`config.mk`:
```
export PLATFORM = sky130hd
export DESIGN_NAME = imubsc_lane
export DESIGN_NICKNAME = d
export VERILOG_FILES = /design/src/hw/rtl/imubsc_pkg.sv /design/src/hw/rtl/imubsc_lane.sv
export SDC_FILE = /design/constraint.sdc
export NUM_CORES = 2
export LEC_CHECK = 0
export BUFFER_PORTS_ARGS = -buffer_cell sky130_fd_sc_hd__buf_2
export CELL_PAD_IN_SITES_DETAIL_PLACEMENT = 1
export CELL_PAD_IN_SITES_GLOBAL_PLACEMENT = 2
export CORE_ASPECT_RATIO = 0.5
export CORE_MARGIN = 8
export CORE_UTILIZATION = 44
export CTS_CLUSTER_DIAMETER = 40
export DETAILED_ROUTE_END_ITERATION = 12
export PLACE_DENSITY = 0.95
export SLEW_MARGIN = 20
export SYNTH_ARGS = -nofsm -noshare
export SYNTH_HDL_FRONTEND = slang
export SYNTH_SLANG_ARGS = --single-unit
```
`constraint.sdc`:
```
create_clock -name clk -period 26.1 [get_ports clk]
set_clock_uncertainty 0.05 [all_clocks]
set_input_delay 2.61 -clock clk [delete_from_list [all_inputs] [get_ports clk]]
set_output_delay 2.61 -clock clk [all_outputs]
set_load 0.005 [all_outputs]
```
`src/hw/rtl/imubsc_pkg.sv`:
```
// Shared types, constants and helpers for the IMU bias and scale calibrator.
// No dependencies.
`timescale 1ns / 1ps
`default_nettype none
package imubsc_pkg;
	localparam int SampleW     = 32;
	localparam int FracBits    = 16;
	localparam int MaxCalib    = 1024;
	localparam int CntW        = 11;
	localparam int GravW       = 31;
	localparam int SumW        = 42;
	localparam int MagW        = 42;
	localparam int SqW         = 86;
	localparam int RootW       = 43;
	localparam int ProdW       = 64;
	localparam int CfgW        = 31;
	localparam int IdxW        = 1;
	localparam logic [IdxW-1:0] RegCalibSamples = 1'b0;
	localparam logic [IdxW-1:0] RegGravityRef   = 1'b1;
	localparam logic [CntW-1:0] CalibSamplesRst = 11'd100;
	localparam logic [GravW-1:0] GravityRefRst  = 31'd642253;

	typedef struct packed {
		logic signed [SampleW-1:0] accel_x;
		logic signed [SampleW-1:0] accel_y;
		logic signed [SampleW-1:0] accel_z;
		logic signed [SampleW-1:0] gyro_x;
		logic signed [SampleW-1:0] gyro_y;
		logic signed [SampleW-1:0] gyro_z;
		logic                      calib_mode;
	} in_item_t;

	typedef struct packed {
		logic signed [SampleW-1:0] rate_x;
		logic signed [SampleW-1:0] rate_y;
		logic signed [SampleW-1:0] rate_z;
		logic signed [SampleW-1:0] lin_acc_x;
		logic signed [SampleW-1:0] lin_acc_y;
		logic signed [SampleW-1:0] lin_acc_z;
		logic [31:0]               sequence_res;
	} out_item_t;

	// saturate sign plus magnitude to a signed sample
	function automatic logic [SampleW-1:0] sat_mag(input logic neg,
			input logic [ProdW-1:0] m);
		logic [SampleW-1:0] r;
		if (neg) begin
			if (m > ProdW'({1'b1, {(SampleW-1){1'b0}}}))
				r = {1'b1, {(SampleW-1){1'b0}}};
			else
				r = SampleW'(~m + 1'b1);
		end else begin
			if (m > ProdW'({1'b0, {(SampleW-1){1'b1}}}))
				r = {1'b0, {(SampleW-1){1'b1}}};
			else
				r = m[SampleW-1:0];
		end
		return r;
	endfunction
endpackage
`default_nettype wire

```
`src/hw/rtl/imubsc_lane.sv`:
```
// One correction lane: gyro minus bias, (accel minus bias) times gain, saturated.
// Depends on imubsc_pkg.
`timescale 1ns / 1ps
`default_nettype none
module imubsc_lane (
	input  wire logic                                 clk,
	input  wire logic                                 en,
	input  wire logic signed [imubsc_pkg::SampleW-1:0] accel,
	input  wire logic signed [imubsc_pkg::SampleW-1:0] gyro,
	input  wire logic signed [imubsc_pkg::SampleW-1:0] accel_off,
	input  wire logic signed [imubsc_pkg::SampleW-1:0] gyro_off,
	input  wire logic [31:0]                           gain,
	output logic signed [imubsc_pkg::SampleW-1:0]      rate,
	output logic signed [imubsc_pkg::SampleW-1:0]      lin_acc
);
	logic signed [imubsc_pkg::SampleW:0] gd, ad;
	logic [imubsc_pkg::SampleW:0]        amag;
	logic                                aneg_s1;
	logic [imubsc_pkg::SampleW-1:0]      rate_s1;
	logic [imubsc_pkg::ProdW:0]          prod_s1;
	logic [imubsc_pkg::ProdW-1:0]        gmag;

	// differences, one multiply, then saturation
	always_comb begin
		gd   = {gyro[imubsc_pkg::SampleW-1], gyro} - {gyro_off[imubsc_pkg::SampleW-1], gyro_off};
		ad   = {accel[imubsc_pkg::SampleW-1], accel} - {accel_off[imubsc_pkg::SampleW-1], accel_off};
		amag = ad[imubsc_pkg::SampleW] ? (imubsc_pkg::SampleW+1)'(-ad) : ad;
		gmag = gd[imubsc_pkg::SampleW] ? imubsc_pkg::ProdW'(-gd)
			: imubsc_pkg::ProdW'(gd);
	end

	always_ff @(posedge clk) begin
		if (en) begin
			rate_s1 <= imubsc_pkg::sat_mag(gd[imubsc_pkg::SampleW], gmag);
			aneg_s1 <= ad[imubsc_pkg::SampleW];
			prod_s1 <= (imubsc_pkg::ProdW+1)'(amag * gain);
		end
	end

	always_comb begin
		rate = rate_s1;
		if (prod_s1[imubsc_pkg::ProdW:imubsc_pkg::FracBits+imubsc_pkg::ProdW-imubsc_pkg::FracBits] != '0)
			lin_acc = imubsc_pkg::sat_mag(aneg_s1, {imubsc_pkg::ProdW{1'b1}});
		else
			lin_acc = imubsc_pkg::sat_mag(aneg_s1,
				imubsc_pkg::ProdW'(prod_s1 >> imubsc_pkg::FracBits));
	end
endmodule
`default_nettype wire

```
==> metrics.csv <==
metric,value,unit
DIE AREA,118000,sq um
fin nets,6951,
Worst Setup Start Kind,input port,
Crit-path slowest cell,o31ai_1,
routed length per placed instance,22.2,microns
most frequent CP cell,fa_1,
Synth Flop Type,edfxtp_1,
total gr overflow,0,
Tot GR Track Use,26.2,%
top cell type's share of synthesized area,39.6,%
post_cts resized,0,
Vias,39700,
CTS Hold Bufs,0,
Clock transition at path regs,80,ps
Final Wtd Congestion,0.912,
Synth Net Count,6985,
Yosys cell types,98,
CP endpoint kind,flop,
Rows,84,
Vias/cell,5.71,
Worst EP arrival,15460,ps
DR iter-0 viols,2419,
Hold Crit Class,input port to flop,
DRT Pass-1 Iters,5,
WS Path Type,input port to flop,
headroom to the max-slew limit,21.6,%
largest net degree at the start of global routing,83,
Num CTS Buffers,9,
area delta synth->final,5.85,%
max-cap violation count,0,
Seq cells post-synth,82,
layout cells sized above 1,7.79,%
"commonest cells after routing, fill and taps aside","1103 x inv_1, 927 x fa_1, 796 x nand2_1",
Post-DRT Antenna Nets,0,
crit path time final,15400,ps
synth top area cells,"fa_1 40%, ha_1 8.8%, inv_1 8.8%",
Worst Tran Pin Value,1180,ps
Hold Crit Start,en,
CTS tree,built,
sequential fraction of the synthesis area,5.26,%
Post-synth ARST share,0,%
part of the cycle the worst path needs,59.0,%
CP Data Required Time,26160,ps
"commonest non-fill, non-tap cell in the layout",inv_1,
htree depth,3,
vias in the first global route,45700,
Cells after Synth,5565,
"Setup Fix Bufs, Post-CTS",0,
initial antenna violation count,11,
hpwl dp,122,mm
Synth Warn #,0,
CP max FO,17,
Final TNS setup,0,ps
Max Clock Freq,64.9,MHz
Final Hold Vio Count,0,
first-pass GRT wire length,248,mm
syn avg cell area,8.42,sq um
cell taking the most area after synthesis,fa_1,
number of I/O pins,226,
Clock Path Buffers,2,
CP Launch Point,accel_off[1],
Detailed Route WL,155,mm
Die H,247,microns
Final setup viols,0,
clock root buffer master,clkbuf_16,
Core Footprint,105000,sq um
cell area after synthesis,46800,sq um
clock sinks,82,
DRC violations left,0,
crit-path max cell delay,900,ps
Post-synth EDFFs,82,
Die X,477,microns
max-slew violation count,0,
fill count,12600,
PortBufs,225,
CP endpoint,prod_s1[55]$_DFFE_PP_,
RSZ-0062 raised after global routing,no,
status,"complete, no violations",
initial core utilization,44.5,%
==> logic make-up (layout without fill, tap and decap cells) <==
kind of cell	after synthesis	count (layout)	synth area share, %
buffers and inverters	1432	1403	11.6
multiplexers	117	117	2.65
other	0	4	0
adder cells (fa/ha/maj)	1258	1258	48.5
XOR/XNOR	159	159	3.01
flip-flops	82	82	5.26
AO/OA/AOI/OAI	743	743	10.5
AND/OR/NAND/NOR	1774	1774	18.5
==> critical path: cells and delay by family <==
| family | cells | cell delay (ps) |
|---|---|---|
| fa+ha+maj | 10 | 5020 |
| compound gates | 8 | 2650 |
| buf+inv | 7 | 580 |
| xor+xnor | 2 | 310 |
| simple gates | 10 | 4260 |
==> final cells by class <==
class,instances,area (sq um),share of cell area [%]
Tap cell,1419,1780,3.58
Clock buffer,9,225,0.454
Sequential cell,82,2460,4.97
Antenna cell,4,10.0,0.0202
Multi-Input combinational cell,4051,39300,79.3
Clock inverter,7,86.3,0.174
Timing Repair Buffer,284,1580,3.18
Inverter,1103,4140,8.35
==> metal layers <==
metal,vias up,part of all wire [%],GRT usage [%]
met3,389,6.1,3.85
met2,1257,50,47.4
met1,20800,40,32.0
met5,-,0.014,1.14
li1,17300,-,-
met4,4,3.6,8.83
==> synthesized netlist by cell type (31+ instances only) <==
library cell     n
inv_1         1103
fa_1           927
nand2_1        796
and2_1         399
ha_1           331
clkbuf_1       296
a21oi_1        210
nor2_1         150
o21ai_0        126
xnor2_1        104
edfxtp_1        82
a21o_1          76
nor3_1          74
mux2i_1         64
nand3_1         62
nand4_1         55
xor2_1          53
mux2_2          52
nor2b_1         46
and3_1          40
a31oi_1         35
or3_1           31
==> state kept, by name, indices dropped and copies added (netlist names) <==
name	count
aneg_s1	1
prod_s1	49
rate	32
==> through the flow <==
stage	utilization, %	setup WS [ps]	hold WS [ps]	cells	cell area [sq um]
after global routing	47.1	10020	2780	6958	49600
after detailed placement	46.7	10570	2970	6939	49200
final	47.1	10700	2750	6959	49600
after global placement	46.7	11050	2960	6939	49200
after CTS	47.0	10930	2860	6955	49500
after floorplan	-	12640	2670	5565	46800
==> worst min path at each step <==
stage / to / slack [ps] / cells past startpoint
2_1_floorplan: aneg_s1$_DFFE_PP_ / 2670 / 0
3_3_place_gp: rate[19] / 2960 / 1
3_5_place_dp: rate[19] / 2970 / 1
4_1_cts: rate[1]$_DFFE_PP_ / 2860 / 4
5_1_grt: rate[30]$_DFFE_PP_ / 2780 / 1
6_report: rate[0]$_DFFE_PP_ / 2750 / 1
Power is not shown: default switching activity piles up to over one toggle a cycle in this logic, so the estimate is an artifact.
