==> src/hw/rtl/imubsc_pkg.sv <==
// Shared types, constants and helpers for the IMU bias and scale calibrator.
// No dependencies.
`timescale 1ns / 1ps
`default_nettype none
package imubsc_pkg;
	localparam int SampleW     = 32;
	localparam int FracBits    = 16;
	localparam int MaxCalib    = 1024;
	localparam int CntW        = 11;
	localparam int GravW       = 31;
	localparam int SumW        = 42;
	localparam int MagW        = 42;
	localparam int SqW         = 86;
	localparam int RootW       = 43;
	localparam int ProdW       = 64;
	localparam int CfgW        = 31;
	localparam int IdxW        = 1;
	localparam logic [IdxW-1:0] RegCalibSamples = 1'b0;
	localparam logic [IdxW-1:0] RegGravityRef   = 1'b1;
	localparam logic [CntW-1:0] CalibSamplesRst = 11'd100;
	localparam logic [GravW-1:0] GravityRefRst  = 31'd642253;

	typedef struct packed {
		logic signed [SampleW-1:0] accel_x;
		logic signed [SampleW-1:0] accel_y;
		logic signed [SampleW-1:0] accel_z;
		logic signed [SampleW-1:0] gyro_x;
		logic signed [SampleW-1:0] gyro_y;
		logic signed [SampleW-1:0] gyro_z;
		logic                      calib_mode;
	} in_item_t;

	typedef struct packed {
		logic signed [SampleW-1:0] rate_x;
		logic signed [SampleW-1:0] rate_y;
		logic signed [SampleW-1:0] rate_z;
		logic signed [SampleW-1:0] lin_acc_x;
		logic signed [SampleW-1:0] lin_acc_y;
		logic signed [SampleW-1:0] lin_acc_z;
		logic [31:0]               sequence_res;
	} out_item_t;

	// saturate sign plus magnitude to a signed sample
	function automatic logic [SampleW-1:0] sat_mag(input logic neg,
			input logic [ProdW-1:0] m);
		logic [SampleW-1:0] r;
		if (neg) begin
			if (m > ProdW'({1'b1, {(SampleW-1){1'b0}}}))
				r = {1'b1, {(SampleW-1){1'b0}}};
			else
				r = SampleW'(~m + 1'b1);
		end else begin
			if (m > ProdW'({1'b0, {(SampleW-1){1'b1}}}))
				r = {1'b0, {(SampleW-1){1'b1}}};
			else
				r = m[SampleW-1:0];
		end
		return r;
	endfunction
endpackage
`default_nettype wire

==> src/hw/rtl/imubsc_solver.sv <==
// Finish unit: means by serial division, length by bit-serial square root,
// gain by serial division. Depends on imubsc_pkg.
`timescale 1ns / 1ps
`default_nettype none
module imubsc_solver (
	input  wire logic                                      clk,
	input  wire logic                                      arst_n,
	input  wire logic                                      start,
	input  wire logic [imubsc_pkg::CntW-1:0]               count,
	input  wire logic signed [imubsc_pkg::SumW-1:0]        sum [6],
	input  wire logic [imubsc_pkg::GravW-1:0]              gravity,
	output logic                                           busy,
	output logic                                           done,
	output logic signed [imubsc_pkg::SampleW-1:0]          mean [6],
	output logic [31:0]                                    gain
);
	typedef enum logic [4:0] {
		ST_IDLE = 5'b00001, ST_MEAN = 5'b00010, ST_SQ = 5'b00100,
		ST_ROOT = 5'b01000, ST_GAIN = 5'b10000
	} st_t;
	st_t st_q;
	logic [6:0]                      step_q;
	logic [2:0]                      el_q;
	logic [imubsc_pkg::MagW-1:0]     quo_q;
	logic [imubsc_pkg::CntW:0]       rem_q;
	logic [imubsc_pkg::MagW-1:0]     num_q;
	logic signed [imubsc_pkg::SumW-1:0] mfull_q [3];
	logic [imubsc_pkg::SqW-1:0]      sq_q;
	logic [imubsc_pkg::RootW-1:0]    root_q;
	logic [imubsc_pkg::SqW+1:0]      rrem_q;
	logic [47:0]                     gnum_q;
	logic [48:0]                     grem_q;
	logic [47:0]                     gquo_q;
	logic [imubsc_pkg::MagW-1:0]     nmag;
	logic [imubsc_pkg::CntW:0]       rtry;
	logic [imubsc_pkg::SampleW-1:0]  mmag;
	logic [2*imubsc_pkg::SampleW-1:0] sqt;
	logic [imubsc_pkg::SqW+1:0]      rtrial, rshift;
	logic [48:0]                     gtry;
	logic signed [imubsc_pkg::SumW-1:0] qs;

	// helpers for one step of each serial unit
	always_comb begin
		nmag   = sum[el_q][imubsc_pkg::SumW-1] ? imubsc_pkg::MagW'(-sum[el_q])
			: imubsc_pkg::MagW'(sum[el_q]);
		rtry   = {rem_q[imubsc_pkg::CntW-1:0], num_q[imubsc_pkg::MagW-1]};
		qs     = sum[el_q][imubsc_pkg::SumW-1] ? -$signed(quo_q) : $signed(quo_q);
		// a mean fits a sample, so its magnitude fits SampleW unsigned bits
		mmag   = mfull_q[el_q[1:0]][imubsc_pkg::SumW-1]
			? imubsc_pkg::SampleW'(-mfull_q[el_q[1:0]])
			: imubsc_pkg::SampleW'(mfull_q[el_q[1:0]]);
		sqt    = mmag * mmag;
		rshift = {rrem_q[imubsc_pkg::SqW-1:0], sq_q[imubsc_pkg::SqW-1:imubsc_pkg::SqW-2]};
		rtrial = {root_q, 2'b01};
		gtry   = {grem_q[47:0], gnum_q[47]};
	end

	assign busy = (st_q != ST_IDLE);

	always_ff @(posedge clk or negedge arst_n) begin
		if (!arst_n) begin
			st_q   <= ST_IDLE;
			done   <= 1'b0;
			step_q <= '0;
			el_q   <= '0;
		end else begin
			done <= 1'b0;
			case (st_q)
				ST_IDLE: if (start) begin
					st_q   <= ST_MEAN;
					el_q   <= '0;
					step_q <= '0;
				end
				// restoring division of each sum by the count, one bit a cycle
				ST_MEAN: begin
					if (step_q == 7'd0) begin
						num_q  <= nmag;
						rem_q  <= '0;
						quo_q  <= '0;
						step_q <= 7'd1;
					end else if (step_q <= 7'(imubsc_pkg::MagW)) begin
						if (rtry >= {1'b0, count}) begin
							rem_q <= rtry - {1'b0, count};
							quo_q <= {quo_q[imubsc_pkg::MagW-2:0], 1'b1};
						end else begin
							rem_q <= rtry;
							quo_q <= {quo_q[imubsc_pkg::MagW-2:0], 1'b0};
						end
						num_q  <= num_q << 1;
						step_q <= step_q + 7'd1;
					end else begin
						mean[el_q] <= imubsc_pkg::SampleW'(qs);
						if (el_q < 3'd3) mfull_q[el_q[1:0]] <= qs;
						step_q <= '0;
						if (el_q == 3'd5) begin
							el_q <= '0;
							sq_q <= '0;
							st_q <= ST_SQ;
						end else begin
							el_q <= el_q + 3'd1;
						end
					end
				end
				// sum of squares, one 32-bit square per cycle
				ST_SQ: begin
					sq_q <= sq_q + imubsc_pkg::SqW'(sqt);
					if (el_q == 3'd2) begin
						st_q   <= ST_ROOT;
						root_q <= '0;
						rrem_q <= '0;
						step_q <= '0;
					end else begin
						el_q <= el_q + 3'd1;
					end
				end
				// bit-serial integer square root, two radicand bits a cycle
				ST_ROOT: begin
					sq_q <= sq_q << 2;
					if (rshift >= rtrial) begin
						rrem_q <= rshift - rtrial;
						root_q <= {root_q[imubsc_pkg::RootW-2:0], 1'b1};
					end else begin
						rrem_q <= rshift;
						root_q <= {root_q[imubsc_pkg::RootW-2:0], 1'b0};
					end
					if (step_q == 7'(imubsc_pkg::RootW - 1)) begin
						st_q   <= ST_GAIN;
						step_q <= '0;
						gnum_q <= {1'b0, gravity, 16'd0};
						grem_q <= '0;
						gquo_q <= '0;
					end else begin
						step_q <= step_q + 7'd1;
					end
				end
				// gravity << frac divided by length, one bit a cycle
				ST_GAIN: begin
					if (step_q < 7'd48) begin
						if (49'(gtry) >= 49'(root_q)) begin
							grem_q <= gtry - 49'(root_q);
							gquo_q <= {gquo_q[46:0], 1'b1};
						end else begin
							grem_q <= gtry;
							gquo_q <= {gquo_q[46:0], 1'b0};
						end
						gnum_q <= gnum_q << 1;
						step_q <= step_q + 7'd1;
					end else begin
						if (root_q == '0 || gquo_q[47:32] != '0)
							gain <= 32'hFFFF_FFFF;
						else
							gain <= gquo_q[31:0];
						done <= 1'b1;
						st_q <= ST_IDLE;
					end
				end
				default: st_q <= ST_IDLE;
			endcase
		end
	end

	ap_done_idle: assert property (@(posedge clk) disable iff (!arst_n)
		done |=> st_q == ST_IDLE) else $error("solver done not idle");
	ap_start_busy: assert property (@(posedge clk) disable iff (!arst_n)
		(start && st_q == ST_IDLE) |=> busy) else $error("solver did not start");
	ap_onehot: assert property (@(posedge clk) disable iff (!arst_n)
		$onehot(st_q)) else $error("solver state not one-hot");
endmodule
`default_nettype wire

==> config.mk <==
export PLATFORM = sky130hd
export DESIGN_NAME = imubsc_solver
export DESIGN_NICKNAME = d
export VERILOG_FILES = /design/src/hw/rtl/imubsc_pkg.sv /design/src/hw/rtl/imubsc_solver.sv
export SDC_FILE = /design/constraint.sdc
export NUM_CORES = 2
export LEC_CHECK = 0
export ABC_AREA = 1
export BUFFER_PORTS_ARGS = -buffer_cell sky130_fd_sc_hd__buf_2
export CORE_ASPECT_RATIO = 0.5
export CORE_UTILIZATION = 50
export DETAILED_ROUTE_END_ITERATION = 12
export PLACE_DENSITY_LB_ADDON = 0.08
export SYNTH_ARGS = -nofsm -noshare
export SYNTH_HDL_FRONTEND = slang
export SYNTH_SLANG_ARGS = --single-unit
export TNS_END_PERCENT = 20
==> constraint.sdc <==
create_clock -name clk -period 15.45 [get_ports clk]
set_clock_uncertainty 0.2 [all_clocks]
set_input_delay 2.3175 -clock clk [delete_from_list [all_inputs] [get_ports clk]]
set_output_delay 2.3175 -clock clk [all_outputs]
set_load 0.01 [all_outputs]
==> flow_metrics.py <==
metrics = {
    "cts": {
        "clk_latency_ns": 0.71,
        "clkTransAtPathRegs_ns": 0.06,
        "ctsHtreeMaxLevel": 3,
        "numClockSinks": 777,
        "cts-resized-gates": 0,
        "postCtsSetupBuffers": 0,
        "cts_hold_buf": 0,
        "cts_buffer_depth": 3,
        "tritoncts": "yes",
        "cts-root-buf": "clkbuf_16",
        "cts_buffers": 78,
    },
    "sta": {
        "rsz0062_at_grt": "no",
        "worst_pin_slew_ns": 1.21,
        "fin_crit_ns": 11.69,
        "fin_crit_sh": 0.756,
        "fmax_mhz": 85.6,
        "setup_tns_ns": 0,
        "maxSlewViolCount": 0,
        "fin_hold_ws_ns": 0.318,
        "slew_headroom": 0.194,
        "setup_violations": 0,
        "setup_slack_ns": 3.76,
        "finalHoldViolations": 0,
    },
    "critical_path": {
        "path_common_cell": "nand2_1",
        "r2r_start": "el_q[1]",
        "path_max_fanout": 37,
        "max_stage_delay_ns": 0.78,
        "crit-reg2reg-capture": "sq_q[74]",
        "critPathCaptureType": "flop",
        "cp.required_ns": 15.69,
        "cp-start-kind": "flop",
        "crit_type": "flop to flop",
        "critPathSlowestCell": "nand2_2",
        "critPathArrivalTime_ns": 11.93,
        "reg2reg_depth": 35,
        "r2r_setup_slack_ns": 3.76,
    },
    "synthesis": {
        "synth_compound_area_frac": 0.0592,
        "synth_ff_type": "edfxtp_1",
        "synth_xor_area_frac": 0.0171,
        "synth_top_family_by_area": "adder cells",
        "synthAdderAreaFrac": 0.293,
        "netlist.area_leader.share": 0.299,
        "synth_seq_area_share": 0.304,
        "synth-simple-area-share": 0.223,
        "ys_top_cells_by_area": "edfxtp_1 30%, fa_1 23%, nand2_1 11%",
        "synthMuxAreaShare": 0,
        "synth_common_cells": "2,311 x nand2_1, 1,727 x inv_1, 1,081 x nor2_1",
        "synth_most_common_cell": "nand2_1",
        "avgSynthCellArea_sq_um": 8.34,
        "syn_inst": 9160,
        "synth_top_area_cell": "edfxtp_1",
        "synth-edff-count": 761,
        "syn_area_sq_um": 76400,
        "yosysWarningCount": 0,
        "ys_ff_latch": 777,
        "synth_fp_nets": 10700,
        "synth_cell_types": 62,
        "ys_async_sr_fraction": 0.0206,
    },
    "finish": {
        "fill_cells": 14400,
        "utilization": 0.556,
        "register_area_sq_um": 23300,
        "drive_gt1_frac": 0.0924,
        "syn_to_final_growth_pct": 9.28,
        "nets": 11100,
        "multiInputGateArea_sq_um": 45400,
    },
    "run": {
        "drv_cap": 0,
    },
    "die": {
        "start_util": 0.509,
        "core_sq_um": 150000,
        "die_y_um": 278,
        "io_pins": 523,
        "die_area_sq_um": 154000,
        "die_w_um": 555,
        "num_rows": 100,
    },
    "route": {
        "vias": 62000,
        "drt_wl_total_mm": 246,
        "drtIter0Drc": 5417,
        "wire_per_inst_um": 21.1,
        "drc": 0,
        "drt_pass1_iterations": 6,
        "drtAntennaViolNets": 0,
        "vias_per_cell": 5.32,
    },
    "place": {
        "dp_hpwl_mm": 196,
        "io_buffers": 522,
        "place.gp.congestion": 1.03,
        "dp_slack_ns": 3.95,
    },
    "min_path": {
        "hold_start": "gnum_q[43]",
        "min_path_type": "flop to flop",
        "hold-path-cell-count": 2,
        "holdPathEnd": "gnum_q[44]",
    },
    "global_routing": {
        "grt_use_met1": 0.446,
        "grt_usage": 0.320,
        "gr-usage-met2": 0.503,
        "grt_pass1_vias": 61300,
        "antenna_found_initial": 26,
        "gr-usage-met3": 0.0733,
        "globalRoute.busiestLayer": "met2",
        "grt_max_degree": 115,
        "grt_pass1_wl_mm": 370,
        "grt_overflow": 0,
    },
    "run_status": {
        "status": "completed",
    },
}
[registers in the layout (all words and copies together), names as in the netlist]
signal   cells
st_q         5
el_q         3
rem_q       11
gnum_q      32
root_q      43
mean       192
step_q       7
gain        32
grem_q      48
rrem_q      86
gquo_q      48
sq_q        86
quo_q       42
done         1
mfull_q     99
num_q       42
[how the worst max path moves through the flow]
stage	from	to	slack [ns]
after CTS	el_q[1]	sq_q[74]	3.87
after global placement	el_q[0]	sq_q[74]	4.05
after floorplan	arst_n	gnum_q[16]	2.66
after global routing	el_q[1]	sq_q[74]	3.19
after detailed placement	el_q[1]	sq_q[74]	3.95
final	el_q[1]	sq_q[74]	3.76
[worst max-delay path, delay by kind of cell, from the launching register on]
| kind | cells | cell delay [ns] |
|---|---|---|
| AO/OA/AOI/OAI | 2 | 0.30 |
| adder cells (fa/ha/maj) | 9 | 4.47 |
| buffers and inverters | 9 | 2.55 |
| flip-flops | 1 | 0.62 |
| AND/OR/NAND/NOR | 15 | 3.18 |
[routing by layer]
| metal | routed length [um] | vias up |
|---|---|---|
| met1 | 107000 | 30000 |
| li1 | - | 29400 |
| met5 | 177 | - |
| met3 | 21500 | 355 |
| met4 | 6890 | 26 |
| met2 | 111000 | 2184 |
[final cells by class]
type                            count  share of cell area
Clock buffer                       87              0.0238
Timing Repair Buffer              595              0.0379
Tap cell                         1989              0.0298
Antenna cell                       14            0.000420
Sequential cell                   777               0.279
Clock inverter                     51             0.00624
Inverter                         1758              0.0791
Multi-Input combinational cell   6387               0.544
[logic make-up after synthesis]
kind of cell | after synthesis
DFF | 777
AOI/OAI and AO/OA | 835
xor gates and xnor gates | 144
and+or+nand+nor | 4153
adders and majority gates | 1255
buffers and inverters | 1996
[cells in the final DEF (no fill, tap or decap), drive strengths merged, types with 19 or more instances in the layout]
| cell type | instances |
|---|---|
| nor3 | 60 |
| o21bai | 25 |
| nand3 | 432 |
| o21ai | 375 |
| nand2 | 2336 |
| clkbuf | 87 |
| edfxtp | 761 |
| nor2 | 1134 |
| inv | 1760 |
| ha | 367 |
| xnor2 | 83 |
| nor4 | 27 |
| a21oi | 362 |
| nand4 | 94 |
| buf | 595 |
| fa | 888 |
| nand3b | 39 |
| xor2 | 61 |
| or2 | 19 |
| clkinv | 41 |
[stage by stage]
step	std cells	cell area [sq um]
after floorplan	9160	76400
after global placement	11500	80900
after detailed placement	11500	80900
after CTS	11600	83400
after global routing	11600	83400
final	11700	83500
Power is left out: the tool's default activity adds up to more than one toggle a clock period on the data nets, which glitch-free logic cannot reach.
